**config.mk**
```make
export PLATFORM = sky130hd
export DESIGN_NAME = stct_mul
export DESIGN_NICKNAME = d
export VERILOG_FILES = /design/src/hdl/stct_mul.sv
export SDC_FILE = /design/constraint.sdc
export NUM_CORES = 1
export LEC_CHECK = 0
export ABC_AREA = 1
export BUFFER_PORTS_ARGS = -buffer_cell sky130_fd_sc_hd__buf_4
export CAP_MARGIN = 20
export CORE_ASPECT_RATIO = 0.8
export CORE_MARGIN = 2
export CORE_UTILIZATION = 45
export CTS_CLUSTER_SIZE = 12
export DETAILED_ROUTE_END_ITERATION = 12
export PLACE_DENSITY_LB_ADDON = 0.05
export SLEW_MARGIN = 20
export SYNTH_ARGS = -nofsm -noshare
export SYNTH_HDL_FRONTEND = slang
export SYNTH_SLANG_ARGS = --single-unit
```
**constraint.sdc**
```tcl
create_clock -name clk -period 9.03 [get_ports clk]
set_clock_uncertainty 0.2 [all_clocks]
set_input_delay 1.3545 -clock clk [delete_from_list [all_inputs] [get_ports clk]]
set_output_delay 1.3545 -clock clk [all_outputs]
set_load 0.01 [all_outputs]
```
**src/hdl/stct_mul.sv**
```systemverilog
`timescale 1ns / 1ps
// shared 32x32 multiplier for the hash, low half of the product registered
// no dependencies

module stct_mul (
  input  logic        clk,
  input  logic        en,
  input  logic [31:0] a,
  input  logic [31:0] b,
  output logic [31:0] p
);

  logic [31:0] p_r;

  // wrapping product, only the low 32 bits are kept
  always_ff @(posedge clk) begin
    if (en) begin
      p_r <= a * b;
    end
  end

  assign p = p_r;

endmodule

```
# After elaboration in Yosys (flattened, before gate mapping)
# Cells that the tools add are included.
dict set report totals {
  reg_bits 32
  in_bits 66
  output_inout_bits 32
  elab_cells 2
}
dict set report classes {
  n_mul 1
}
# cell count
set op_table {}
lappend op_table {{multiplier 32 x 32 -> 32 bit} 1}

# Longest topological paths before layout
dict set report depth {
  ltp_word 1
  depth_mapped 33
  depth_no_buf 31
}

# Worst setup path after synthesis
# OpenSTA, ideal clock, no wires.
dict set report synth_timing {
  path_type {input to register}
  startpoint {input port b[3]}
  endpoint {register p_r[29], in the netlist p[29], data pin}
  setup_ns 0.262
  arrival_ns 7.289
  t_required_ns 8.568
  setup_slack_ns 1.279
  path_stages 24
  n_path_buf 2
  cell_sequence {clkbuf_1 clkbuf_1 nand2_1 inv_1 fa_1 inv_1 fa_1 fa_1 fa_1 inv_1 fa_1 inv_1 fa_1 inv_1 fa_1 fa_1 ha_1 a21oi_1 o21ai_0 a31oi_1 nand3_1 a21oi_1 o21ai_1 xor2_1}
}
dict set report synth_via {
  elab_chain_cells 1
}
# element line_no
set synth_rtl {}
lappend synth_rtl {{from (decl)} 9} ;# input logic [31:0] b,
lappend synth_rtl {{multiplier 32 x 32 -> 32 bit} 18} ;# p_r <= a * b;
lappend synth_rtl {{to (signal assigned)} 18}
lappend synth_rtl {{to (decl)} 13} ;# logic [31:0] p_r;
# Every way passes these cells.
# A chain may end at the register's enable or synchronous reset.

# Worst setup path in the final report
dict set report layout_timing {
  startpoint {input port b[2]}
  endpoint {register p_r[31], in the netlist p[31], data pin}
}
# Same word-level chain as after synthesis.

==> flow_metrics.py <==
metrics = {
    "outcome": {
        "outcome": "completed",
    },
    "critical_path": {
        "crit_fanout": 31,
        "critical-path-top-delay-family": "adder cells",
        "required_ns": 8.89,
        "start_kind": "input pin",
        "slowest_delay_ns": 0.59,
        "cp_slowest_cell": "fa_1",
        "critical_path_class": "in -> reg",
        "cp_cell_sequence": "buf_4 > nand2_1 > inv_1 > fa_1 > inv_1 > fa_1 > fa_1 > fa_1 > inv_1 > fa_1 > fa_1 > fa_1 > fa_1 > ha_1 > nand2_1 > inv_1 > nand2_1 > nor3_1 > nand4_1 > nand3_1 > a31oi_1 > nand3_1 > nand2_1",
        "cp_num_buf_inv": 5,
        "crit_path_end_kind": "register",
        "crit_top_cell": "fa_1",
        "cp.arrival_ns": 8.09,
    },
    "synthesis": {
        "synthesis.area_um2": 17700,
        "synth_nets": 2897,
        "syn_area_per_cell_um2": 7.68,
        "ys_warn_count": 0,
        "synth_cell_types": 30,
        "syn_inst": 2300,
        "synth-seq-cells": 32,
        "yosysSeqAreaShare": 0.0544,
    },
    "place": {
        "io_buffers": 97,
        "dp_hpwl_mm": 39.6,
        "dp.cells": 2826,
        "finalWeightedCongestion": 0.872,
    },
    "floorplanning": {
        "start_util": 0.459,
        "core_area_um2": 38500,
        "die_w_um": 226,
        "rows": 64,
        "die_area_um2": 40900,
        "io_pins": 98,
        "die_h_um": 181,
    },
    "sta": {
        "fin_crit_ns": 8.24,
        "fmax_mhz": 121,
        "tightest_slew_ns": 0.595,
        "setup_viol": 0,
        "slew_viol_final": 0,
        "finalCritPeriodShare": 0.912,
        "finalHoldViolations": 0,
        "relSlewSlack": 0.600,
        "finalSetupTns_ns": 0,
        "rsz0062_at_grt": "no",
    },
    "clocking": {
        "cts_made_buffers": 5,
        "htree_levels": 2,
        "cts_root_buf": "clkbuf_16",
        "clk_path_buf_depth": 2,
        "cts.clk_slew.worst_paths_ns": 0.07,
        "hold_buffers": 0,
        "clkSinkCount": 32,
        "post_cts_buffers": 0,
        "cts_tree": "done",
        "post_cts_resized": 0,
    },
    "routing": {
        "drt-initial-drc-count": 1010,
        "vias_per_cell": 4.74,
        "postRouteAntennaNets": 0,
        "finalWirelength_mm": 47.9,
        "first_pass_iters": 5,
        "drc": 0,
        "wl_per_cell_um": 16.9,
        "vias": 13400,
    },
    "global_routing": {
        "grt_use_total": 0.246,
        "grt_max_degree": 34,
        "grt-ovfl-total": 0,
        "grt_pass1_wl_mm": 76.8,
        "antenna_found_initial": 0,
        "grt_pass1_vias": 13700,
    },
    "final_layout": {
        "n_antenna_cell": 0,
        "fin_nets": 2902,
        "drive_above_1_share": 0.0507,
        "layout.cells.non_filler": 2834,
        "largest_reg_flops": 32,
        "area_delta_synth_final_pct": 6.41,
    },
    "worst_hold_path": {
        "min_path_type": "in -> reg",
    },
    "job": {
        "maxCapViolCount": 0,
    },
}
==> final cells by class <==
class	instances	area, um^2
sequential	32	961
tap	528	661
inverter	779	2920
fill	3860	19700
timing repair buffer	102	766
multi-input combinational	1385	13400
clock inverter	3	18.8
clock buffer	5	125
==> cells by family after synthesis <==
group / Yosys count / share of synthesized area
buf+inv: 883 / 0.190
xor+xnor: 47 / 0.0233
compound gates: 60 / 0.0190
simple gates: 747 / 0.164
fa+ha+maj: 531 / 0.549
flops: 32 / 0.0544
==> metal layers <==
metal	vias to the layer above	wire length (um)	GRT usage
met1	6695	23600	0.388
met5	-	0	0
met2	390	19900	0.359
met3	22	3800	0.0457
met4	0	502	0.0273
li1	6324	-	-
==> cells in the mapped netlist <==
cell type	number	area, um^2
ha_1	123	1540
inv_1	775	2910
a21oi_1	32	160
fa_1	408	8170
nand4_1	4	25.0
clkbuf_1	72	270
nor3_1	2	10.0
xor2_1	26	228
nand2_1	678	2540
nor2_1	13	48.8
o31ai_1	1	7.51
o21ai_1	1	5.00
nor4_1	1	6.26
o21ai_0	10	50.1
nand2_2	4	25.0
o211ai_1	1	7.51
a41oi_1	1	8.76
inv_2	3	11.3
buf_4	7	52.6
xnor2_1	21	184
o21bai_1	4	30.0
a21o_1	2	15.0
nand3_1	40	200
clkinv_1	1	3.75
buf_2	16	80.1
buf_1	9	33.8
a31oi_1	6	37.5
o21a_1	2	15.0
nand3b_1	5	37.5
edfxtp_1	32	961
==> cells in the final DEF (no fill, tap or decap), types with 13 or more instances in the layout <==
master    count
ha_1        123
nor2_1       13
xor2_1       26
nand3_1      40
edfxtp_1     32
inv_1       775
a21oi_1      32
nand2_1     678
buf_4       102
xnor2_1      21
fa_1        408
==> path summary, 6_finish.rpt <==
path | startpoint | to | slack (ns) | depth (start not counted)
worst max-delay path | b[2] | p[31] | 0.79 | 23
worst min-delay path | en | p[5] | 1.33 | 1
==> through the flow <==
stage                     hold slack, ns  cell area (um^2)  setup WS [ns]   util
after global routing                1.36             18800          0.498  0.488
after detailed placement            1.56             18700          0.556  0.485
after global placement              1.56             18700          0.566  0.485
after floorplan                     1.27             17700           1.28      -
after CTS                           1.35             18800          0.881  0.488
final                               1.33             18800          0.794  0.488
Power is left out: the tool's default activity adds up to more than one toggle a clock period on the data nets, which glitch-free logic cannot reach.
