## src/hdl/stct_pkg.sv

```systemverilog
`timescale 1ns / 1ps
// shared constants, codes and types for the sample triple count table
// no dependencies

package stct_pkg;

  localparam int SLOTS_DEF  = 4096;
  localparam int MAX_PROBES = 32;

  localparam int PROBE_W = 6;
  localparam int FILL_W  = 13;
  localparam int CFG_AW  = 3;
  localparam int CFG_DW  = 32;

  localparam logic [31:0] HASH_MUL_A = 32'd2654435761;
  localparam logic [31:0] HASH_MUL_B = 32'd2246822519;

  localparam logic [PROBE_W-1:0] PROBE_LIMIT_RST = 6'd32;
  localparam logic [FILL_W-1:0]  FILL_LIMIT_RST  = 13'd3072;

  typedef logic [1:0] status_t;
  localparam status_t ST_COUNTED = 2'd0;
  localparam status_t ST_NEW     = 2'd1;
  localparam status_t ST_DROPPED = 2'd2;
  localparam status_t ST_READ    = 2'd3;

  typedef logic [0:0] reg_idx_t;
  localparam reg_idx_t REG_PROBE_LIMIT = 1'b0;
  localparam reg_idx_t REG_FILL_LIMIT  = 1'b1;

  typedef struct packed {
    logic [PROBE_W-1:0] probe_limit;
    logic [FILL_W-1:0]  fill_limit;
  } cfg_t;

  typedef struct packed {
    logic [31:0] thread;
    logic [31:0] caller;
    logic [31:0] address;
    logic [31:0] count;
  } row_t;

endpackage

```

## src/hdl/stct_cfg.sv

```systemverilog
`timescale 1ns / 1ps
// apb-style register block: probe limit and fill limit
// depends on stct_pkg

module stct_cfg (
  input  logic                        clk,
  input  logic                        rst_n,
  input  logic                        psel,
  input  logic                        penable,
  input  logic                        pwrite,
  input  logic [stct_pkg::CFG_AW-1:0] paddr,
  input  logic [stct_pkg::CFG_DW-1:0] pwdata,
  output logic [stct_pkg::CFG_DW-1:0] prdata,
  output logic                        pready,
  output stct_pkg::cfg_t              cfg
);
  import stct_pkg::*;

  logic [PROBE_W-1:0] probe_limit_r;
  logic [FILL_W-1:0]  fill_limit_r;
  reg_idx_t           reg_idx;
  logic               wr_en;

  // registers sit on 4-byte boundaries, low address bits ignored
  assign reg_idx = paddr[2];
  assign wr_en   = psel && penable && pwrite;
  assign pready  = 1'b1;

  always_ff @(posedge clk) begin
    if (!rst_n) begin
      probe_limit_r <= PROBE_LIMIT_RST;
      fill_limit_r  <= FILL_LIMIT_RST;
    end else if (wr_en) begin
      unique case (reg_idx)
        REG_PROBE_LIMIT: probe_limit_r <= pwdata[PROBE_W-1:0];
        REG_FILL_LIMIT:  fill_limit_r  <= pwdata[FILL_W-1:0];
      endcase
    end
  end

  always_comb begin
    unique case (reg_idx)
      REG_PROBE_LIMIT: prdata = CFG_DW'(probe_limit_r);
      REG_FILL_LIMIT:  prdata = CFG_DW'(fill_limit_r);
    endcase
  end

  assign cfg.probe_limit = probe_limit_r;
  assign cfg.fill_limit  = fill_limit_r;

endmodule

```

## config.mk

```make
export PLATFORM = sky130hd
export DESIGN_NAME = stct_cfg
export DESIGN_NICKNAME = d
export VERILOG_FILES = /design/src/hdl/stct_pkg.sv /design/src/hdl/stct_cfg.sv
export SDC_FILE = /design/constraint.sdc
export NUM_CORES = 1
export LEC_CHECK = 0
export ABC_AREA = 1
export BUFFER_PORTS_ARGS = -buffer_cell sky130_fd_sc_hd__buf_2
export CAP_MARGIN = 15
export CORE_MARGIN = 10
export CORE_UTILIZATION = 41
export CTS_BUF_LIST = sky130_fd_sc_hd__clkbuf_4 sky130_fd_sc_hd__clkbuf_8 sky130_fd_sc_hd__clkbuf_16
export CTS_CLUSTER_DIAMETER = 80
export CTS_CLUSTER_SIZE = 20
export DETAILED_ROUTE_END_ITERATION = 16
export PLACE_DENSITY_LB_ADDON = 0.25
export SETUP_SLACK_MARGIN = 0.3
export SYNTH_ARGS = -nofsm -noshare
export SYNTH_HDL_FRONTEND = slang
export SYNTH_SLANG_ARGS = --single-unit
```

## constraint.sdc

```tcl
create_clock -name clk -period 1.8 [get_ports clk]
set_input_delay 0.36 -clock clk [delete_from_list [all_inputs] [get_ports clk]]
set_output_delay 0.36 -clock clk [all_outputs]
set_load 0.02 [all_outputs]
```

== After elaboration in Yosys (flattened, before gate mapping) ==
Cells that the tools add are included.
Widths: inputs -> output; s select.
Word-level totals
  register bits: 19
  bits of input ports: 40
  output and inout bits: 52
  logic and storage cells: 8
Cells by class
  mux-type cells: 1
  bitwise logic cells: 1
  reductions and logical operators: 4
Operators by type and width (number)
  $pmux 32 s2: 1
  $reduce_and 2->1: 2
  $logic_and 1x1->1: 2
  $not 1->1: 1

== Longest topological paths before layout ==
  depth in word-level cells: 3
  gate-level depth with buffers: 6
  gate-level depth less buffers: 5

== Worst setup path after synthesis ==
OpenSTA, ideal clock, no wires.
  path kind: input -> output
  from: input port paddr[2] (netlist name)
  to: output port prdata[0] (netlist name)
  data arrival time: 0.970 ns
  setup slack: 0.470 ns
  cell stages on the path: 5
  buffers on the path: 2
  cell sequence: buf_4 -> inv_2 -> buf_2 -> nand2_1 -> nand2_1
Between the ends
  longest elaborated chain between the ends: 2
Ends and longest elaborated chain
  start: declaration: RTL line stct_cfg.sv:11  | input logic [stct_pkg::CFG_AW-1:0] paddr,
  $not 1->1 (no line)
  $pmux 32 s2 *: RTL line stct_cfg.sv:42  | unique case (reg_idx)
  end: declaration: RTL line stct_cfg.sv:13  | output logic [stct_pkg::CFG_DW-1:0] prdata,
Mark *: on every way between the ends. The rest lies on a longest branch, timed or not. The select of a mux whose other input is x is not followed.

== Final worst setup path ==
  from: input port paddr[2] (netlist name)
  to: output port prdata[4] (netlist name)
The elaborated chain is that of the path after synthesis.

==> results.toml <==
[run_status]
status = "finished, final reports clean"

[synthesis]
synth_xor_area_share_pct = 0
syn-instance-count = 173
synth_seq_cells = 19
synthMuxAreaShare_pct = 0
ys_types = 13
synth_area_leader_cell = "dfxtp_1"
synthSimpleGateAreaFrac_pct = 39.1
post_synth.cell_area_avg_um2 = 6.39
synth_top_family_by_area = "simple AND/OR/NAND/NOR gates"
synthAdderAreaFrac_pct = 0
ys_seq_area_share_pct = 34.4
yosysWarningCount = 0
synth_area_leaders = "dfxtp_1 (34%), nand2_1 (16%), buf_4 (14%)"
synth_compound_area_share_pct = 0.453
synth_top_area_share_pct = 34.4
syn-cell-area_um2 = 1100

[clock_tree]
clock_path_buffers = 2
insertion_delay_ns = 0.29
cts.repair.resized = 0
clk_pin_slew_worst_paths_ns = 0.10
holdBufCountCts = 0
postCtsSetupRepairBufs = 0
cts_made_buffers = 3
htree_levels = 1
cts_tree = "built"
root_buffer = "clkbuf_4"
clock_sinks = 19

[floorplan]
num_rows = 18
pin_count = 92
initial_core_util_pct = 43.8
die_height_um = 71.9
dieArea_um2 = 5170
die_w_um = 71.9
core_area_um2 = 2520

[sta]
hold_viol = 0
final-max-slew-violation-count = 0
finalSetupViolCount = 0
rsz0062_at_grt = "no"
period_needed_ns = 1.33
fin_tns_setup_ns = 0
min_period_over_period_pct = 74.0
fin_skew_ns = 0
max_freq_mhz = 751

[critical_path]
slowest_stage = "inv_2"
critPathLaunchType = "input port"
path_cells = "buf_2 -> inv_2 -> nand2_1 -> nand2_1 -> buf_2"
crit_path_end_kind = "output pin"
worstPathMaxFanout = 12
criticalPathCategory = "in -> out"
critPathBufInv = 3
critPathArrivalTime_ns = 0.97
required_ns = 1.44
cpLargestDelayFamily = "buffers and inverters"
slowest_delay_ns = 0.19

[global_route]
grt_pass1_wl_um = 4710
grt_pass1_vias = 1010
grt_overflow = 0
grtUsageTotal_pct = 10.9
antenna_found_initial = 0
grt_start_max_net_pins = 20

[layout]
area_growth_pct = 17.7
n_antenna_cell = 0
postLayoutCoreUtil_pct = 51.5
seq_area_um2 = 380
drive_gt1_share_pct = 27.4
multiInputGateArea_um2 = 512
fillers = 298
nets = 260

[route]
via_per_inst = 4.18
wl_um = 2830
vias = 1040
wl_per_cell_um = 11.4
drc = 0
dr.pass1.iters = 4
ant_nets = 0
dr.first_iter.drc_count = 28

[pwr]
power_density_nw_per_um2 = 671
power.static_leakage_nw = 0.808
vdd_drop_max_mv = 0.388

[run]
drv_cap = 0

[place]
port_buffers = 50
dp_hpwl_um = 2250
place.gp.congestion = 0.690

[hold_path]
hold_class = "in -> reg"
[state kept, by name (all words and copies together) (netlist names)]
register and flops:
probe_limit_r 6, fill_limit_r 13
[worst reg2reg max path, stage by stage, from the launching register on]
cell and delay (ns):
dfxtp_1 0.39, nor2_1 0.06, nor2_1 0.10
[where the power goes]
group	total [mW]	switching [mW]	leakage, nW	internal [mW]
logic	0.198	0.141	0.635	0.0567
registers	0.445	0.00995	0.155	0.435
clock network	0.229	0.128	0.0184	0.101
total	0.872	0.279	0.808	0.593
[synth_stat cells (all sizes together)]
cell type and n:
nand2 48, buf 28, o21ai 1, inv 20, nand3 20, conb 2
nor2 35, dfxtp 19
[metal layers]
metal | share of wire [%] | vias to the layer above | track usage (%)
met5 | 0 | - | 0
met4 | 1.1 | 0 | 3.87
met3 | 14 | 5 | 5.99
met2 | 40 | 52 | 16.1
met1 | 45 | 419 | 13.0
li1 | - | 564 | -
[cell families (layout without fill, tap and decap cells)]
group,count (synthesis),count (layout)
AND/OR/NAND/NOR,103,103
buffers and inverters,48,76
other,2,20
flip-flops,19,19
AO/OA/AOI/OAI,1,1
[layout make-up]
class | instances | share of cell area, %
Inverter | 20 | 5.77
Clock buffer | 4 | 2.31
Timing Repair Buffer | 52 | 20.4
Tap cell | 30 | 2.89
Multi-Input combinational cell | 124 | 39.4
Sequential cell | 19 | 29.3
[worst paths after layout]
| kind | start | to | slack [ns] | cells past startpoint |
|---|---|---|---|---|
| max reg2reg | fill_limit_r[1] | fill_limit_r[1] | 1.20 | 2 |
| max | paddr[2] | prdata[4] | 0.47 | 5 |
| min reg2reg | fill_limit_r[10] | fill_limit_r[10] | 0.49 | 2 |
| min | pwdata[11] | fill_limit_r[11] | 0.27 | 3 |
[placed cells by master (no fill, tap or decap), drive strengths merged]
master,count
nand2,48
conb,20
o21ai,1
nor2,35
buf,52
inv,20
clkbuf,4
dfxtp,19
nand3,20
[per-stage QoR]
stage	setup slack (ns)	std cells	instance area, um^2	power (mW)	hold WS (ns)
floorplan	0.470	191	1170	0.631	0.486
global placement	0.461	245	1270	0.652	0.470
detailed placement	0.461	245	1270	0.653	0.470
CTS	0.463	249	1300	0.887	0.265
global route	0.345	249	1300	0.930	0.264
finish	0.468	249	1300	0.872	0.275
Power figures use the tool's default switching activity.
