`config.mk`:
```
export PLATFORM = sky130hd
export DESIGN_NAME = stct_seq
export DESIGN_NICKNAME = d
export VERILOG_FILES = /design/src/hdl/stct_pkg.sv /design/src/hdl/stct_seq.sv
export SDC_FILE = /design/constraint.sdc
export NUM_CORES = 1
export LEC_CHECK = 0
export ABC_AREA = 1
export BUFFER_PORTS_ARGS = -buffer_cell sky130_fd_sc_hd__buf_2
export CAP_MARGIN = 20
export CORE_AREA = 2 2 276 278
export CTS_CLUSTER_DIAMETER = 200
export CTS_CLUSTER_SIZE = 28
export DETAILED_ROUTE_END_ITERATION = 12
export DIE_AREA = 0 0 278 280
export PLACE_DENSITY_LB_ADDON = 0.2
export SLEW_MARGIN = 0
export SYNTH_ARGS = -nofsm -noshare
export SYNTH_HDL_FRONTEND = slang
export SYNTH_SLANG_ARGS = --single-unit
```
`constraint.sdc`:
```
create_clock -name clk -period 31.8 [get_ports clk]
set_input_delay 3.18 -clock clk [delete_from_list [all_inputs] [get_ports clk]]
set_output_delay 3.18 -clock clk [all_outputs]
set_load 0.02 [all_outputs]
```
`src/hdl/stct_pkg.sv`:
```
`timescale 1ns / 1ps
// shared constants, codes and types for the sample triple count table
// no dependencies

package stct_pkg;

  localparam int SLOTS_DEF  = 4096;
  localparam int MAX_PROBES = 32;

  localparam int PROBE_W = 6;
  localparam int FILL_W  = 13;
  localparam int CFG_AW  = 3;
  localparam int CFG_DW  = 32;

  localparam logic [31:0] HASH_MUL_A = 32'd2654435761;
  localparam logic [31:0] HASH_MUL_B = 32'd2246822519;

  localparam logic [PROBE_W-1:0] PROBE_LIMIT_RST = 6'd32;
  localparam logic [FILL_W-1:0]  FILL_LIMIT_RST  = 13'd3072;

  typedef logic [1:0] status_t;
  localparam status_t ST_COUNTED = 2'd0;
  localparam status_t ST_NEW     = 2'd1;
  localparam status_t ST_DROPPED = 2'd2;
  localparam status_t ST_READ    = 2'd3;

  typedef logic [0:0] reg_idx_t;
  localparam reg_idx_t REG_PROBE_LIMIT = 1'b0;
  localparam reg_idx_t REG_FILL_LIMIT  = 1'b1;

  typedef struct packed {
    logic [PROBE_W-1:0] probe_limit;
    logic [FILL_W-1:0]  fill_limit;
  } cfg_t;

  typedef struct packed {
    logic [31:0] thread;
    logic [31:0] caller;
    logic [31:0] address;
    logic [31:0] count;
  } row_t;

endpackage

```
`src/hdl/stct_seq.sv`:
```
`timescale 1ns / 1ps
// sequencer: clear pass, hash through the shared multiplier, linear probe,
// slot update, totals and the result register
// depends on stct_pkg

module stct_seq #(
  parameter int SLOTS = stct_pkg::SLOTS_DEF
) (
  input  logic                     clk,
  input  logic                     rst_n,
  input  stct_pkg::cfg_t           cfg,
  input  logic                     in_valid,
  output logic                     in_ready,
  input  logic                     in_operation,
  input  logic [31:0]              in_address,
  input  logic [31:0]              in_caller,
  input  logic [31:0]              in_thread,
  input  logic [11:0]              in_slot_index,
  output logic                     out_valid,
  input  logic                     out_ready,
  output stct_pkg::status_t        out_status,
  output logic [31:0]              out_entry_address,
  output logic [31:0]              out_entry_caller,
  output logic [31:0]              out_entry_thread,
  output logic [31:0]              out_entry_count,
  output logic [31:0]              out_total_samples,
  output logic [31:0]              out_total_dropped,
  output logic                     mul_en,
  output logic [31:0]              mul_a,
  output logic [31:0]              mul_b,
  input  logic [31:0]              mul_p,
  output logic                     mem_re,
  output logic [$clog2(SLOTS)-1:0] mem_raddr,
  input  stct_pkg::row_t           mem_rdata,
  output logic                     mem_we,
  output logic [$clog2(SLOTS)-1:0] mem_waddr,
  output stct_pkg::row_t           mem_wdata
);
  import stct_pkg::*;

  localparam int SLOT_W = $clog2(SLOTS);
  localparam int IU_W   = $clog2(SLOTS + 1);
  localparam int CMP_W  = (IU_W > FILL_W) ? IU_W : FILL_W;
  localparam logic [SLOT_W-1:0]  SLOT_LAST = SLOT_W'(SLOTS - 1);
  localparam logic [PROBE_W-1:0] PROBE_MAX = PROBE_W'(MAX_PROBES);

  localparam logic [3:0] S_CLEAR  = 4'd0;
  localparam logic [3:0] S_IDLE   = 4'd1;
  localparam logic [3:0] S_HASH_A = 4'd2;
  localparam logic [3:0] S_HASH_B = 4'd3;
  localparam logic [3:0] S_HASH_C = 4'd4;
  localparam logic [3:0] S_PROBE  = 4'd5;
  localparam logic [3:0] S_RD_ISS = 4'd6;
  localparam logic [3:0] S_RD_CAP = 4'd7;
  localparam logic [3:0] S_FIN    = 4'd8;

  // control
  logic [3:0]         state_r;
  logic [SLOT_W-1:0]  clr_cnt_r;
  logic [PROBE_W-1:0] iss_cnt_r;
  logic [PROBE_W-1:0] chk_cnt_r;
  logic               pend_r;
  logic               out_valid_r;
  logic [IU_W-1:0]    inuse_r;
  logic [31:0]        samples_r;
  logic [31:0]        dropped_r;

  // payload
  logic [31:0]        addr_r;
  logic [31:0]        call_r;
  logic [31:0]        thr_r;
  logic [SLOT_W-1:0]  idx_r;
  logic [SLOT_W-1:0]  base_r;
  logic [PROBE_W-1:0] probes_r;
  logic [SLOT_W-1:0]  slot_r;
  row_t               row_r;
  status_t            st_r;
  status_t            out_status_r;
  logic [31:0]        out_addr_r;
  logic [31:0]        out_call_r;
  logic [31:0]        out_thr_r;
  logic [31:0]        out_cnt_r;
  logic [31:0]        out_samples_r;
  logic [31:0]        out_dropped_r;

  logic               accept;
  logic               issue;
  logic [SLOT_W-1:0]  probe_slot;
  logic [SLOT_W-1:0]  chk_slot;
  logic               slot_empty;
  logic               slot_match;
  logic               table_full;
  logic               last_probe;
  logic               probe_done;
  status_t            probe_st;
  logic               fin_go;
  logic [31:0]        cnt_inc;
  logic [31:0]        samples_nxt;
  logic [31:0]        dropped_nxt;
  logic [PROBE_W-1:0] probes_nxt;

  assign in_ready = (state_r == S_IDLE);
  assign accept   = in_valid && in_ready;

  assign probes_nxt = (cfg.probe_limit > PROBE_MAX) ? PROBE_MAX : cfg.probe_limit;

  // shared multiplier: address product first, caller product second
  assign mul_en = (state_r == S_HASH_A) || (state_r == S_HASH_B);
  assign mul_a  = (state_r == S_HASH_B) ? call_r : addr_r;
  assign mul_b  = (state_r == S_HASH_B) ? HASH_MUL_B : HASH_MUL_A;

  // one read issued per cycle, its data checked in the cycle after
  assign issue      = (state_r == S_PROBE) && (iss_cnt_r < probes_r);
  assign probe_slot = base_r + SLOT_W'(iss_cnt_r);
  assign chk_slot   = base_r + SLOT_W'(chk_cnt_r);

  assign mem_re    = issue || (state_r == S_RD_ISS);
  assign mem_raddr = (state_r == S_RD_ISS) ? idx_r : probe_slot;

  assign slot_empty = (mem_rdata.count == 32'd0);
  assign slot_match = (mem_rdata.address == addr_r) && (mem_rdata.caller == call_r) &&
                      (mem_rdata.thread == thr_r);
  assign table_full = CMP_W'(inuse_r) >= CMP_W'(cfg.fill_limit);
  assign last_probe = (chk_cnt_r == probes_r - PROBE_W'(1));
  assign probe_done = (state_r == S_PROBE) && pend_r &&
                      (slot_empty || slot_match || last_probe);

  always_comb begin
    priority if (slot_empty) begin
      probe_st = table_full ? ST_DROPPED : ST_NEW;
    end else if (slot_match) begin
      probe_st = ST_COUNTED;
    end else begin
      probe_st = ST_DROPPED;
    end
  end

  // result register must be free before the slot and totals update
  assign fin_go = (state_r == S_FIN) && (!out_valid_r || out_ready);

  assign cnt_inc     = (&row_r.count) ? row_r.count : row_r.count + 32'd1;
  assign samples_nxt = ((st_r == ST_NEW) || (st_r == ST_COUNTED)) && !(&samples_r) ?
                       samples_r + 32'd1 : samples_r;
  assign dropped_nxt = (st_r == ST_DROPPED) && !(&dropped_r) ?
                       dropped_r + 32'd1 : dropped_r;

  always_comb begin
    mem_we    = 1'b0;
    mem_waddr = slot_r;
    mem_wdata = row_r;
    if (state_r == S_CLEAR) begin
      mem_we    = 1'b1;
      mem_waddr = clr_cnt_r;
      mem_wdata = '0;
    end else if (fin_go && (st_r == ST_NEW)) begin
      mem_we            = 1'b1;
      mem_wdata.thread  = thr_r;
      mem_wdata.caller  = call_r;
      mem_wdata.address = addr_r;
      mem_wdata.count   = 32'd1;
    end else if (fin_go && (st_r == ST_COUNTED)) begin
      mem_we          = 1'b1;
      mem_wdata.count = cnt_inc;
    end
  end

  always_ff @(posedge clk) begin
    if (!rst_n) begin
      state_r     <= S_CLEAR;
      clr_cnt_r   <= '0;
      iss_cnt_r   <= '0;
      chk_cnt_r   <= '0;
      pend_r      <= 1'b0;
      out_valid_r <= 1'b0;
      inuse_r     <= '0;
      samples_r   <= '0;
      dropped_r   <= '0;
    end else begin
      pend_r <= issue;
      if (fin_go) begin
        out_valid_r <= 1'b1;
      end else if (out_valid_r && out_ready) begin
        out_valid_r <= 1'b0;
      end
      unique case (state_r)
        S_CLEAR: begin
          clr_cnt_r <= clr_cnt_r + SLOT_W'(1);
          if (clr_cnt_r == SLOT_LAST) begin
            state_r <= S_IDLE;
          end
        end
        S_IDLE: begin
          if (accept) begin
            state_r <= in_operation ? S_RD_ISS : S_HASH_A;
          end
        end
        S_HASH_A: state_r <= S_HASH_B;
        S_HASH_B: state_r <= S_HASH_C;
        S_HASH_C: begin
          iss_cnt_r <= '0;
          chk_cnt_r <= '0;
          state_r   <= (probes_r == '0) ? S_FIN : S_PROBE;
        end
        S_PROBE: begin
          if (issue) begin
            iss_cnt_r <= iss_cnt_r + PROBE_W'(1);
          end
          if (probe_done) begin
            state_r <= S_FIN;
          end else if (pend_r) begin
            chk_cnt_r <= chk_cnt_r + PROBE_W'(1);
          end
        end
        S_RD_ISS: state_r <= S_RD_CAP;
        S_RD_CAP: state_r <= S_FIN;
        S_FIN: begin
          if (fin_go) begin
            samples_r   <= samples_nxt;
            dropped_r   <= dropped_nxt;
            inuse_r     <= inuse_r + IU_W'(st_r == ST_NEW);
            state_r     <= S_IDLE;
          end
        end
        default: state_r <= S_IDLE;
      endcase
    end
  end

  always_ff @(posedge clk) begin
    if (accept) begin
      addr_r   <= in_address;
      call_r   <= in_caller;
      thr_r    <= in_thread;
      idx_r    <= SLOT_W'(in_slot_index);
      probes_r <= probes_nxt;
    end
    if (state_r == S_HASH_B) begin
      base_r <= mul_p[SLOT_W-1:0] ^ thr_r[SLOT_W-1:0];
    end
    if (state_r == S_HASH_C) begin
      base_r <= base_r ^ mul_p[SLOT_W-1:0];
      st_r   <= ST_DROPPED;
    end
    if (probe_done) begin
      st_r   <= probe_st;
      slot_r <= chk_slot;
      row_r  <= mem_rdata;
    end
    if (state_r == S_RD_CAP) begin
      st_r  <= ST_READ;
      row_r <= mem_rdata;
    end
    if (fin_go) begin
      out_status_r  <= st_r;
      out_samples_r <= samples_nxt;
      out_dropped_r <= dropped_nxt;
      unique case (st_r)
        ST_NEW: begin
          out_addr_r <= addr_r;
          out_call_r <= call_r;
          out_thr_r  <= thr_r;
          out_cnt_r  <= 32'd1;
        end
        ST_COUNTED: begin
          out_addr_r <= row_r.address;
          out_call_r <= row_r.caller;
          out_thr_r  <= row_r.thread;
          out_cnt_r  <= cnt_inc;
        end
        ST_DROPPED: begin
          out_addr_r <= '0;
          out_call_r <= '0;
          out_thr_r  <= '0;
          out_cnt_r  <= '0;
        end
        ST_READ: begin
          // empty slot reads back as all zero
          if (row_r.count != 32'd0) begin
            out_addr_r <= row_r.address;
            out_call_r <= row_r.caller;
            out_thr_r  <= row_r.thread;
          end else begin
            out_addr_r <= '0;
            out_call_r <= '0;
            out_thr_r  <= '0;
          end
          out_cnt_r <= row_r.count;
        end
      endcase
    end
  end

  assign out_valid         = out_valid_r;
  assign out_status        = out_status_r;
  assign out_entry_address = out_addr_r;
  assign out_entry_caller  = out_call_r;
  assign out_entry_thread  = out_thr_r;
  assign out_entry_count   = out_cnt_r;
  assign out_total_samples = out_samples_r;
  assign out_total_dropped = out_dropped_r;

endmodule

```
# --- Yosys cells after proc, flatten, opt, wreduce, memory -nomap -nowiden ---
# Cells that the tools add are included.
# W data, S select, Z words.
totals:
  register_bits: 569
  inputBits: 292
  output_inout_bits: 415
  word_cells: 148
op_classes:
  n_addsub: 10
  magnitude_cmp: 3
  n_eq_ne: 23
  mux: 44
  bitwise: 2
  n_reduce_logical: 38
ops:
  columns: ["op", "n"]
  rows:
  - ["$pmux W32 S4", 4]
  - ["$mux W128", 3]
  - ["$mux W32", 9]
  - ["$add A32 B1 Y32 const B", 3]
  - ["$eq A32 B32 Y1", 3]
  - ["$mux W96", 1]
  - ["$reduce_and A32 Y1", 3]
  - ["$mux W12", 4]
  - ["$pmux W4 S9", 1]
  - ["$logic_not A32 Y1", 1]
  - ["$reduce_bool A32 Y1", 1]
  - ["$mux W29", 1]
  - ["$add A12 B6 Y12", 2]
  - ["$pmux W6 S2", 2]
  - ["$xor A12 B12 Y12", 2]
  - ["$mux W4", 5]
  - ["$mux W6", 3]
  - ["$eq A4 B3 Y1 const B", 4]
  - ["$add A13 B1 Y13", 1]
  - ["$ge A13 B13 Y1", 1]
  - ["$add A12 B1 Y12 const B", 1]
  - ["$add A6 B1 Y6 const B", 2]
  - ["$eq A12 B12 Y1 const B", 1]
  - ["$logic_and A1 B1 Y1", 12]
  - ["other kinds (23)", 50]

# --- Depth between registers and ports, before layout ---
# Gate-level depths: netlist (run 1).
depth:
  word_depth: 8
  mapped_depth: 16
  ltp_nobuf: 16

# --- Least setup slack after synthesis (run 1) ---
# Ideal clock, no wire load.
synth_path:
  path_kind: "input to register"
  start: "input in_valid"
  end: "register addr_r[0] (enable)"
  setup_ns: 0.867
  arrival_ns: 13.875
  t_required_ns: 30.933
  slack_ns: 17.058
  path_stages: 2
  path_cell_list: "inv_1 nor4_1"
synth_via:
  elab_chain_len: 1
synth_lines:
  columns: ["element", "line_no", "source"]
  rows:
  - ["from (decl)", "stct_seq.sv:12", "input logic in_valid,"]
  - ["$logic_and A1 B1 Y1", "stct_seq.sv:103", "assign accept = in_valid && in_ready;"]
  - ["via accept", "stct_seq.sv:86", "logic accept;"]
  - ["to (signal assigned)", "stct_seq.sv:231", "addr_r <= in_address;"]
  - ["to (decl)", "stct_seq.sv:69", "logic [31:0] addr_r;"]
# The timed path passes the listed nets, and every way through them passes these cells.
# A chain may end at the register's enable or synchronous reset.

==> impl_metrics.prom, run 1 <==
# TYPE chip_impl_metric gauge
chip_impl_info{name="run_status",value="finished, final reports clean"} 1
chip_impl_metric{name="initialDrtViolationCount",unit=""} 1845
chip_impl_metric{name="via_count",unit=""} 23600
chip_impl_metric{name="post_cts_resize_count",unit=""} 0
chip_impl_info{name="regToRegEndpoint",value="row_r[27]"} 1
chip_impl_metric{name="portion_of_the_post_synthesis_area_used_by_sequential_elements",unit=""} 0.563
chip_impl_metric{name="max_freq",unit="GHz"} 0.100
chip_impl_metric{name="placedInstanceArea",unit="µm²"} 32600
chip_impl_metric{name="post-cts-setup-buffer-count",unit=""} 0
chip_impl_metric{name="crit_buf_inv",unit=""} 6
chip_impl_metric{name="die-area",unit="µm²"} 77800
chip_impl_metric{name="grt_pass1_wl",unit="mm"} 144
chip_impl_metric{name="cell_internal_pwr",unit="mW"} 0.964
chip_impl_info{name="crit_path_cell_trace",value="buf_2 > nor2_1 > inv_1 > nand2_4 > nor2_4 > buf_4 > nor2_1 > clkinv_2 > nor2_1 > inv_1 > o21ai_0 > buf_2"} 1
chip_impl_metric{name="largest_register_ffs",unit=""} 128
chip_impl_info{name="setup_crit_start_kind",value="primary input"} 1
chip_impl_info{name="setup.worst_path.end_class",value="primary output"} 1
chip_impl_info{name="rr_startpoint",value="thr_r[28]"} 1
chip_impl_metric{name="reg2regPathDepth",unit=""} 12
chip_impl_metric{name="worstPathRequired",unit="ns"} 28.62
chip_impl_info{name="synthFlopType",value="sky130_fd_sc_hd__edfxtp_1"} 1
chip_impl_metric{name="total_switching_power",unit="mW"} 0.269
chip_impl_metric{name="min_path_cells",unit=""} 2
chip_impl_metric{name="die-width",unit="µm"} 278
chip_impl_metric{name="die_ht",unit="µm"} 280
chip_impl_metric{name="post_synth_num_cell_types",unit=""} 51
chip_impl_metric{name="clock_power_share",unit=""} 0.319
chip_impl_info{name="worst_hold_startpoint",value="inuse_r[0]"} 1
chip_impl_metric{name="cp_slowest_stage_delay",unit="ns"} 0.53
chip_impl_metric{name="critPathArrivalTime",unit="ns"} 6.81
chip_impl_metric{name="number_of_global_route_vias_before_repair",unit=""} 22000
chip_impl_metric{name="insertion_delay",unit="ns"} 0.63
chip_impl_metric{name="htreeDepth",unit=""} 1
chip_impl_metric{name="fp.coreArea",unit="µm²"} 75200
chip_impl_metric{name="place_inst",unit=""} 4642
chip_impl_info{name="unrepaired_setup_endpoints_after_global_routing",value="false"} 1
chip_impl_info{name="whs_endpoint",value="inuse_r[0]"} 1
chip_impl_metric{name="pin_count_of_the_biggest_net_entering_global_routing",unit=""} 118
chip_impl_metric{name="numPortBuffers",unit=""} 672
chip_impl_metric{name="sequentialPowerShare",unit=""} 0.647
chip_impl_metric{name="initial_antenna_violation_count",unit=""} 21
chip_impl_metric{name="drt_drc_violations_left",unit=""} 0
chip_impl_metric{name="post_route_cells_drive_above_1_share",unit=""} 0.211
chip_impl_metric{name="ys_warn_count",unit=""} 0
chip_impl_info{name="registers.top_by_ff_count",value="row_r"} 1
chip_impl_metric{name="final_number_of_setup_violating_endpoints",unit=""} 0
chip_impl_metric{name="gpl.final_weighted_congestion",unit=""} 0.941
chip_impl_metric{name="synth.cell_area",unit="µm²"} 28400
chip_impl_metric{name="path_depth",unit=""} 12
chip_impl_metric{name="cts_max_path_buffers",unit=""} 3
chip_impl_metric{name="comb_power_share",unit=""} 0.034
chip_impl_metric{name="final_critical_path_time_including_i_o_delays_and_setup",unit="ns"} 9.99
chip_impl_metric{name="timing_worst_slew_pin_value",unit="ns"} 0.993
chip_impl_metric{name="gr-total-overflow",unit=""} 0
chip_impl_metric{name="antenna_violating_nets_post_route",unit=""} 0
chip_impl_metric{name="reg2reg_setup_slack",unit="ns"} 27.40
chip_impl_metric{name="synth_enable_flop_cells",unit=""} 460
chip_impl_metric{name="finalMaxSlewViolations",unit=""} 0
chip_impl_metric{name="dr.pass1.iters",unit=""} 6
chip_impl_metric{name="syn-instance-count",unit=""} 3089
chip_impl_metric{name="fin_nets",unit=""} 4024
chip_impl_metric{name="cellPowerDensity",unit="nW/µm²"} 37.0
chip_impl_metric{name="drv.max_cap_violation_count",unit=""} 0
chip_impl_info{name="worst_setup_path_startpoint",value="out_ready"} 1
chip_impl_metric{name="hold_viol_final",unit=""} 0
chip_impl_metric{name="io_pins",unit=""} 707
chip_impl_metric{name="num-fill-cells",unit=""} 7452
chip_impl_info{name="critical-path-top-cell-by-count",value="sky130_fd_sc_hd__nor2_1"} 1
chip_impl_metric{name="finalClockSkew",unit="ns"} 0.0337
chip_impl_info{name="clockRootBuffer",value="sky130_fd_sc_hd__clkbuf_16"} 1
chip_impl_info{name="tritoncts",value="done"} 1
chip_impl_metric{name="drt-vias-per-instance",unit=""} 5.04
chip_impl_metric{name="totalNegativeSetupSlack",unit="ns"} 0
chip_impl_metric{name="final_min_period_over_clock_period",unit=""} 0.314
chip_impl_metric{name="postLayoutCellArea",unit="µm²"} 33300
chip_impl_metric{name="route.final.wire_length",unit="mm"} 99.0
chip_impl_metric{name="max-vdd-ir-drop",unit="V"} 0.0000432
chip_impl_metric{name="area_growth",unit="%"} 17.3
chip_impl_metric{name="stdcell_count",unit=""} 4694
chip_impl_metric{name="avgSynthCellArea",unit="µm²"} 9.19
chip_impl_info{name="crit_type",value="in2out"} 1
chip_impl_metric{name="power.switching_fraction",unit=""} 0.219
chip_impl_metric{name="final-seq-area",unit="µm²"} 16000
chip_impl_metric{name="gr-usage-all-layers",unit=""} 0.246
chip_impl_metric{name="clkSinkCount",unit=""} 569
chip_impl_info{name="min_path_type",value="reg2reg"} 1
chip_impl_metric{name="detailed_place_hpwl",unit="mm"} 74.9
chip_impl_metric{name="cts_made_buffers",unit=""} 24
chip_impl_metric{name="number_of_placement_rows",unit=""} 101
chip_impl_metric{name="multi_input_area",unit="µm²"} 9790
chip_impl_metric{name="wire_per_inst",unit="µm"} 21.1
chip_impl_metric{name="synth-seq-cells",unit=""} 569
chip_impl_metric{name="share_of_synthesized_registers_carrying_an_async_set_or_reset",unit=""} 0
chip_impl_metric{name="hold_buffers",unit=""} 0
chip_impl_metric{name="initial_core_util",unit=""} 0.378
chip_impl_metric{name="clkTransAtPathRegs",unit="ns"} 0.12
chip_impl_metric{name="max-slew-margin-rel",unit=""} 0.338
chip_impl_info{name="worst_path_max_delay_cell",value="sky130_fd_sc_hd__inv_1"} 1
chip_impl_metric{name="final_core_utilization",unit=""} 0.443
chip_impl_metric{name="leakagePower",unit="nW"} 14.9
chip_impl_info{name="worst_path_dominant_cell_family",value="buffers and inverters"} 1
chip_impl_metric{name="worstPathMaxFanout",unit=""} 52
==> tightest hold or removal path, stage by stage, from the launching register on <==
cell and delay, ns:
sky130_fd_sc_hd__dfxtp_1 0.33, sky130_fd_sc_hd__inv_1 0.08, sky130_fd_sc_hd__a21oi_1 0.06
==> layout make-up <==
cell class,instances,share of cell area
antenna,8,0.000601
clock buffer,42,0.0201
clock inverter,2,0.00109
inverter,535,0.0607
multi-input combinational,1863,0.294
sequential,569,0.480
tap,978,0.0367
timing repair buffer,697,0.107
==> Yosys cell counts, types with 4 or more instances <==
library cell,number,area share
sky130_fd_sc_hd__clkbuf_1,73,0.0097
sky130_fd_sc_hd__nor2_1,246,0.033
sky130_fd_sc_hd__nor3_1,58,0.010
sky130_fd_sc_hd__dfxtp_1,109,0.077
sky130_fd_sc_hd__o21a_1,5,0.0013
sky130_fd_sc_hd__inv_2,6,0.00079
sky130_fd_sc_hd__xnor2_1,21,0.0065
sky130_fd_sc_hd__edfxtp_1,460,0.49
sky130_fd_sc_hd__nand3_1,63,0.011
sky130_fd_sc_hd__nor4_1,15,0.0033
sky130_fd_sc_hd__nor3_2,5,0.0018
sky130_fd_sc_hd__a21oi_1,108,0.019
sky130_fd_sc_hd__nor2_2,6,0.0013
sky130_fd_sc_hd__o21bai_1,15,0.0040
sky130_fd_sc_hd__o21ai_2,19,0.0059
sky130_fd_sc_hd__nor3b_1,4,0.0011
sky130_fd_sc_hd__nand4_1,43,0.0095
sky130_fd_sc_hd__buf_2,19,0.0033
sky130_fd_sc_hd__o21ai_1,13,0.0023
sky130_fd_sc_hd__ha_1,40,0.018
sky130_fd_sc_hd__xor2_1,135,0.042
sky130_fd_sc_hd__a211oi_1,14,0.0037
sky130_fd_sc_hd__inv_1,527,0.070
sky130_fd_sc_hd__buf_4,31,0.0082
sky130_fd_sc_hd__o22ai_1,176,0.039
sky130_fd_sc_hd__nand2_1,619,0.082
sky130_fd_sc_hd__buf_6,5,0.0020
sky130_fd_sc_hd__o21ai_0,213,0.038
==> placed cells by master, fill, tap and decap left out, types with 3 or more instances in the layout <==
| cell type | count |
|---|---|
| sky130_fd_sc_hd__xor2_1 | 135 |
| sky130_fd_sc_hd__nor3b_1 | 4 |
| sky130_fd_sc_hd__inv_1 | 523 |
| sky130_fd_sc_hd__o21ai_1 | 13 |
| sky130_fd_sc_hd__nand3_1 | 63 |
| sky130_fd_sc_hd__clkinv_2 | 3 |
| sky130_fd_sc_hd__o21ai_2 | 19 |
| sky130_fd_sc_hd__nor3_2 | 5 |
| sky130_fd_sc_hd__o21ai_0 | 213 |
| sky130_fd_sc_hd__nor2_1 | 244 |
| sky130_fd_sc_hd__conb_1 | 14 |
| sky130_fd_sc_hd__o22ai_1 | 176 |
| sky130_fd_sc_hd__a31oi_1 | 3 |
| sky130_fd_sc_hd__clkbuf_16 | 24 |
| sky130_fd_sc_hd__clkbuf_1 | 18 |
| sky130_fd_sc_hd__and3_1 | 3 |
| sky130_fd_sc_hd__nor3_1 | 58 |
| sky130_fd_sc_hd__nand2_1 | 618 |
| sky130_fd_sc_hd__nor4_1 | 14 |
| sky130_fd_sc_hd__dfxtp_1 | 109 |
| sky130_fd_sc_hd__a21oi_1 | 108 |
| sky130_fd_sc_hd__diode_2 | 8 |
| sky130_fd_sc_hd__nand4_1 | 43 |
| sky130_fd_sc_hd__a211oi_1 | 14 |
| sky130_fd_sc_hd__nor2_2 | 4 |
| sky130_fd_sc_hd__nor2_4 | 6 |
| sky130_fd_sc_hd__buf_4 | 25 |
| sky130_fd_sc_hd__nor3_4 | 3 |
| sky130_fd_sc_hd__o21a_1 | 5 |
| sky130_fd_sc_hd__buf_2 | 672 |
| sky130_fd_sc_hd__xnor2_1 | 21 |
| sky130_fd_sc_hd__ha_1 | 40 |
| sky130_fd_sc_hd__edfxtp_1 | 460 |
| sky130_fd_sc_hd__nand2_4 | 4 |
| sky130_fd_sc_hd__inv_2 | 5 |
| sky130_fd_sc_hd__o21bai_1 | 15 |
==> metrics by stage <==
step | power (mW) | hold slack (ns) | setup slack (ns)
2_1_floorplan | 0.831 | 0.452 | 17.06
3_3_place_gp | 0.856 | 0.477 | 21.74
3_5_place_dp | 0.857 | 0.489 | 21.75
4_1_cts | 1.25 | 0.509 | 21.74
5_1_grt | 1.27 | 0.530 | 21.46
6_report | 1.23 | 0.505 | 21.81
==> layer usage <==
metal,routed length [µm],track usage,up-vias
met5,119,0,-
li1,-,-,11400
met1,41100,0.319,11100
met2,46700,0.409,896
met4,2870,0.0642,18
met3,8230,0.0640,133
==> kinds of logic after synthesis <==
family                   synth area share
buffers and inverters              0.0948
other                            0.000265
adder cells (fa/ha/maj)            0.0190
AND/OR/NAND/NOR                     0.159
AO/OA/AOI/OAI                       0.116
flip-flops                          0.563
XOR/XNOR                           0.0481
==> power by group through the flow <==
stage               Clock [mW]  Sequential [mW]  Combinational, mW
finish                   0.393            0.798             0.0417
global route             0.425            0.798             0.0464
CTS                      0.406            0.798             0.0417
detailed placement           0            0.815             0.0416
global placement             0            0.815             0.0407
floorplan                    0            0.815             0.0162
==> how the worst max path moves through the flow <==
| stage | endpoint | slack (ns) |
|---|---|---|
| global route | mem_wdata[20] | 21.46 |
| CTS | mem_wdata[20] | 21.74 |
| detailed placement | mem_wdata[20] | 21.75 |
| finish | mem_wdata[20] | 21.81 |
| global placement | mem_wdata[20] | 21.74 |
| floorplan | addr_r[0] | 17.06 |
Note: power is estimated with default switching activity, not from simulation.
==> inputs of run 2 (changes only) <==
--- a/config.mk
+++ b/config.mk
@@ -8,11 +8,11 @@
 export ABC_AREA = 1
 export BUFFER_PORTS_ARGS = -buffer_cell sky130_fd_sc_hd__buf_2
 export CAP_MARGIN = 20
-export CORE_AREA = 2 2 276 278
+export CORE_AREA = 2 2 277 279
 export CTS_CLUSTER_DIAMETER = 200
 export CTS_CLUSTER_SIZE = 28
 export DETAILED_ROUTE_END_ITERATION = 12
-export DIE_AREA = 0 0 278 280
+export DIE_AREA = 0 0 279 281
 export PLACE_DENSITY_LB_ADDON = 0.2
 export SLEW_MARGIN = 0
 export SYNTH_ARGS = -nofsm -noshare
==> constraint.sdc (replaced) <==
create_clock -name clk -period 9.6 [get_ports clk]
set_input_delay 0.96 -clock clk [delete_from_list [all_inputs] [get_ports clk]]
set_output_delay 0.96 -clock clk [all_outputs]
set_load 0.02 [all_outputs]
==> impl_metrics.prom, run 2 (synthesis results as in run 1) <==
# TYPE chip_impl_metric gauge
chip_impl_metric{name="final_critical_path_time_including_i_o_delays_and_setup",unit="ns"} 5.72
chip_impl_metric{name="postLayoutCellArea",unit="µm²"} 33300
chip_impl_metric{name="gr-usage-all-layers",unit=""} 0.245
chip_impl_info{name="rr_startpoint",value="addr_r[0]"} 1
chip_impl_metric{name="wire_per_inst",unit="µm"} 21.3
chip_impl_metric{name="dr.pass1.iters",unit=""} 5
chip_impl_metric{name="largest_register_ffs",unit=""} 128
chip_impl_metric{name="number_of_global_route_vias_before_repair",unit=""} 22100
chip_impl_metric{name="finalMaxSlewViolations",unit=""} 0
chip_impl_metric{name="hold_viol_final",unit=""} 0
chip_impl_metric{name="max-vdd-ir-drop",unit="V"} 0.000126
chip_impl_metric{name="cts_made_buffers",unit=""} 24
chip_impl_metric{name="gr-total-overflow",unit=""} 0
chip_impl_metric{name="die-width",unit="µm"} 279
chip_impl_metric{name="hold_buffers",unit=""} 0
chip_impl_info{name="crit_type",value="reg2out"} 1
chip_impl_metric{name="totalNegativeSetupSlack",unit="ns"} 0
chip_impl_metric{name="leakagePower",unit="nW"} 14.9
chip_impl_metric{name="grt_pass1_wl",unit="mm"} 143
chip_impl_metric{name="final_min_period_over_clock_period",unit=""} 0.596
chip_impl_metric{name="die-area",unit="µm²"} 78400
chip_impl_info{name="clockRootBuffer",value="sky130_fd_sc_hd__clkbuf_16"} 1
chip_impl_metric{name="antenna_violating_nets_post_route",unit=""} 0
chip_impl_metric{name="drv.max_cap_violation_count",unit=""} 0
chip_impl_metric{name="number_of_placement_rows",unit=""} 101
chip_impl_metric{name="pin_count_of_the_biggest_net_entering_global_routing",unit=""} 85
chip_impl_metric{name="final_number_of_setup_violating_endpoints",unit=""} 0
chip_impl_metric{name="initial_antenna_violation_count",unit=""} 26
chip_impl_metric{name="max_freq",unit="GHz"} 0.175
chip_impl_metric{name="insertion_delay",unit="ns"} 0.63
chip_impl_metric{name="initial_core_util",unit=""} 0.376
chip_impl_metric{name="final_core_utilization",unit=""} 0.441
chip_impl_metric{name="via_count",unit=""} 23600
chip_impl_info{name="layout_commonest_cell",value="sky130_fd_sc_hd__buf_2"} 1
chip_impl_metric{name="worstPathRequired",unit="ns"} 8.64
chip_impl_info{name="worst_hold_startpoint",value="in_caller[30]"} 1
chip_impl_metric{name="post_route_cells_drive_above_1_share",unit=""} 0.210
chip_impl_metric{name="timing_worst_slew_pin_value",unit="ns"} 1.11
chip_impl_metric{name="gpl.final_weighted_congestion",unit=""} 0.943
chip_impl_metric{name="max-slew-margin-rel",unit=""} 0.262
chip_impl_metric{name="clkTransAtPathRegs",unit="ns"} 0.13
chip_impl_metric{name="cts_max_path_buffers",unit=""} 3
chip_impl_info{name="min_path_type",value="in2reg"} 1
chip_impl_metric{name="numPortBuffers",unit=""} 672
chip_impl_metric{name="route.final.wire_length",unit="mm"} 99.9
chip_impl_info{name="tritoncts",value="done"} 1
chip_impl_metric{name="fp.coreArea",unit="µm²"} 75400
chip_impl_info{name="setup.worst_path.end_class",value="primary output"} 1
chip_impl_metric{name="initialDrtViolationCount",unit=""} 1913
chip_impl_metric{name="clkSinkCount",unit=""} 569
chip_impl_metric{name="htreeDepth",unit=""} 1
chip_impl_metric{name="drt_drc_violations_left",unit=""} 0
chip_impl_info{name="layout_common_cells",value="sky130_fd_sc_hd__buf_2 (672), sky130_fd_sc_hd__nand2_1 (618), sky130_fd_sc_hd__inv_1 (523)"} 1
chip_impl_metric{name="finalClockSkew",unit="ns"} 0.0395
chip_impl_metric{name="critPathArrivalTime",unit="ns"} 4.76
chip_impl_metric{name="num-fill-cells",unit=""} 7515
chip_impl_metric{name="drt-vias-per-instance",unit=""} 5.03
chip_impl_metric{name="post-cts-setup-buffer-count",unit=""} 0
chip_impl_metric{name="worstPathMaxFanout",unit=""} 35
chip_impl_metric{name="fin_nets",unit=""} 4020
chip_impl_metric{name="detailed_place_hpwl",unit="mm"} 75.2
chip_impl_metric{name="area_growth",unit="%"} 17.3
chip_impl_info{name="unrepaired_setup_endpoints_after_global_routing",value="false"} 1
chip_impl_info{name="setup_crit_start_kind",value="flop"} 1
chip_impl_info{name="worst_setup_path_startpoint",value="st_r[0]"} 1
chip_impl_metric{name="io_pins",unit=""} 707
chip_impl_info{name="registers.top_by_ff_count",value="row_r"} 1
chip_impl_metric{name="post_cts_resize_count",unit=""} 0
chip_impl_metric{name="die_ht",unit="µm"} 281
chip_impl_metric{name="placedInstanceArea",unit="µm²"} 32600
chip_impl_metric{name="cellPowerDensity",unit="nW/µm²"} 123
chip_impl_info{name="run_status",value="finished, final reports clean"} 1
## run 2: changes by cell type in the layout (fill, tap and decap cells not counted)
| cell | previous run | this run |
|---|---|---|
| sky130_fd_sc_hd__diode_2 | 8 | 10 |
| sky130_fd_sc_hd__nor4_2 | 2 | 1 |
| sky130_fd_sc_hd__buf_4 | 25 | 21 |
| sky130_fd_sc_hd__nor4_4 | 0 | 1 |
## run 2: worst paths after layout
kind,end,slack [ns],cells past startpoint
setup / recovery,mem_wdata[4],3.88,11
hold / removal,call_r[30],0.50,1
setup reg to reg,row_r[33],5.94,11
hold reg to reg,clr_cnt_r[11],0.50,2
## run 2: layout make-up
cell class              instances  area, µm²  area share
flip-flops and latches        569      16000       0.480
multi-input cells            1863       9800       0.294
repair buffers                693       3520       0.106
inverters                     535       2020      0.0607
well taps                     978       1220      0.0368
clock buffers                  42        668      0.0201
clock inverters                 2       36.3     0.00109
diodes                         10       25.0    0.000752
## run 2: per-stage QoR
stage / setup slack [ns] / hold slack [ns] / power (mW) / cells
final: 3.88 / 0.495 / 4.08 / 4692
after global routing: 3.47 / 0.467 / 4.20 / 4690
after CTS: 3.58 / 0.438 / 4.13 / 4682
after detailed placement: 4.28 / 0.479 / 2.84 / 4638
after global placement: 4.31 / 0.476 / 2.83 / 4638
after floorplan: 1.77 / 0.452 / 2.75 / 3101
## run 2: layer usage
| layer | wire [µm] | part of all wire | track usage |
|---|---|---|---|
| met1 | 41600 | 0.42 | 0.317 |
| met2 | 46700 | 0.47 | 0.405 |
| met3 | 8430 | 0.084 | 0.0637 |
| met4 | 3080 | 0.031 | 0.0711 |
| met5 | 97 | 0.00097 | 0 |
## run 2: power breakdown
group	leakage, nW	internal, mW	switching [mW]
sequential	5.06	2.64	0.000924
combinational	9.47	0.0593	0.0776
clock	0.334	0.489	0.811
## run 2: critical path: stages (launching register included)
cell,delay (ns)
sky130_fd_sc_hd__dfxtp_1,0.58
sky130_fd_sc_hd__inv_1,0.10
sky130_fd_sc_hd__nor2_2,0.61
sky130_fd_sc_hd__inv_4,0.39
sky130_fd_sc_hd__nor2_4,0.18
sky130_fd_sc_hd__buf_4,0.40
sky130_fd_sc_hd__nor2_1,0.10
sky130_fd_sc_hd__clkinv_2,0.30
sky130_fd_sc_hd__nor2_1,0.14
sky130_fd_sc_hd__inv_1,0.72
sky130_fd_sc_hd__o21ai_0,0.33
sky130_fd_sc_hd__buf_2,0.25
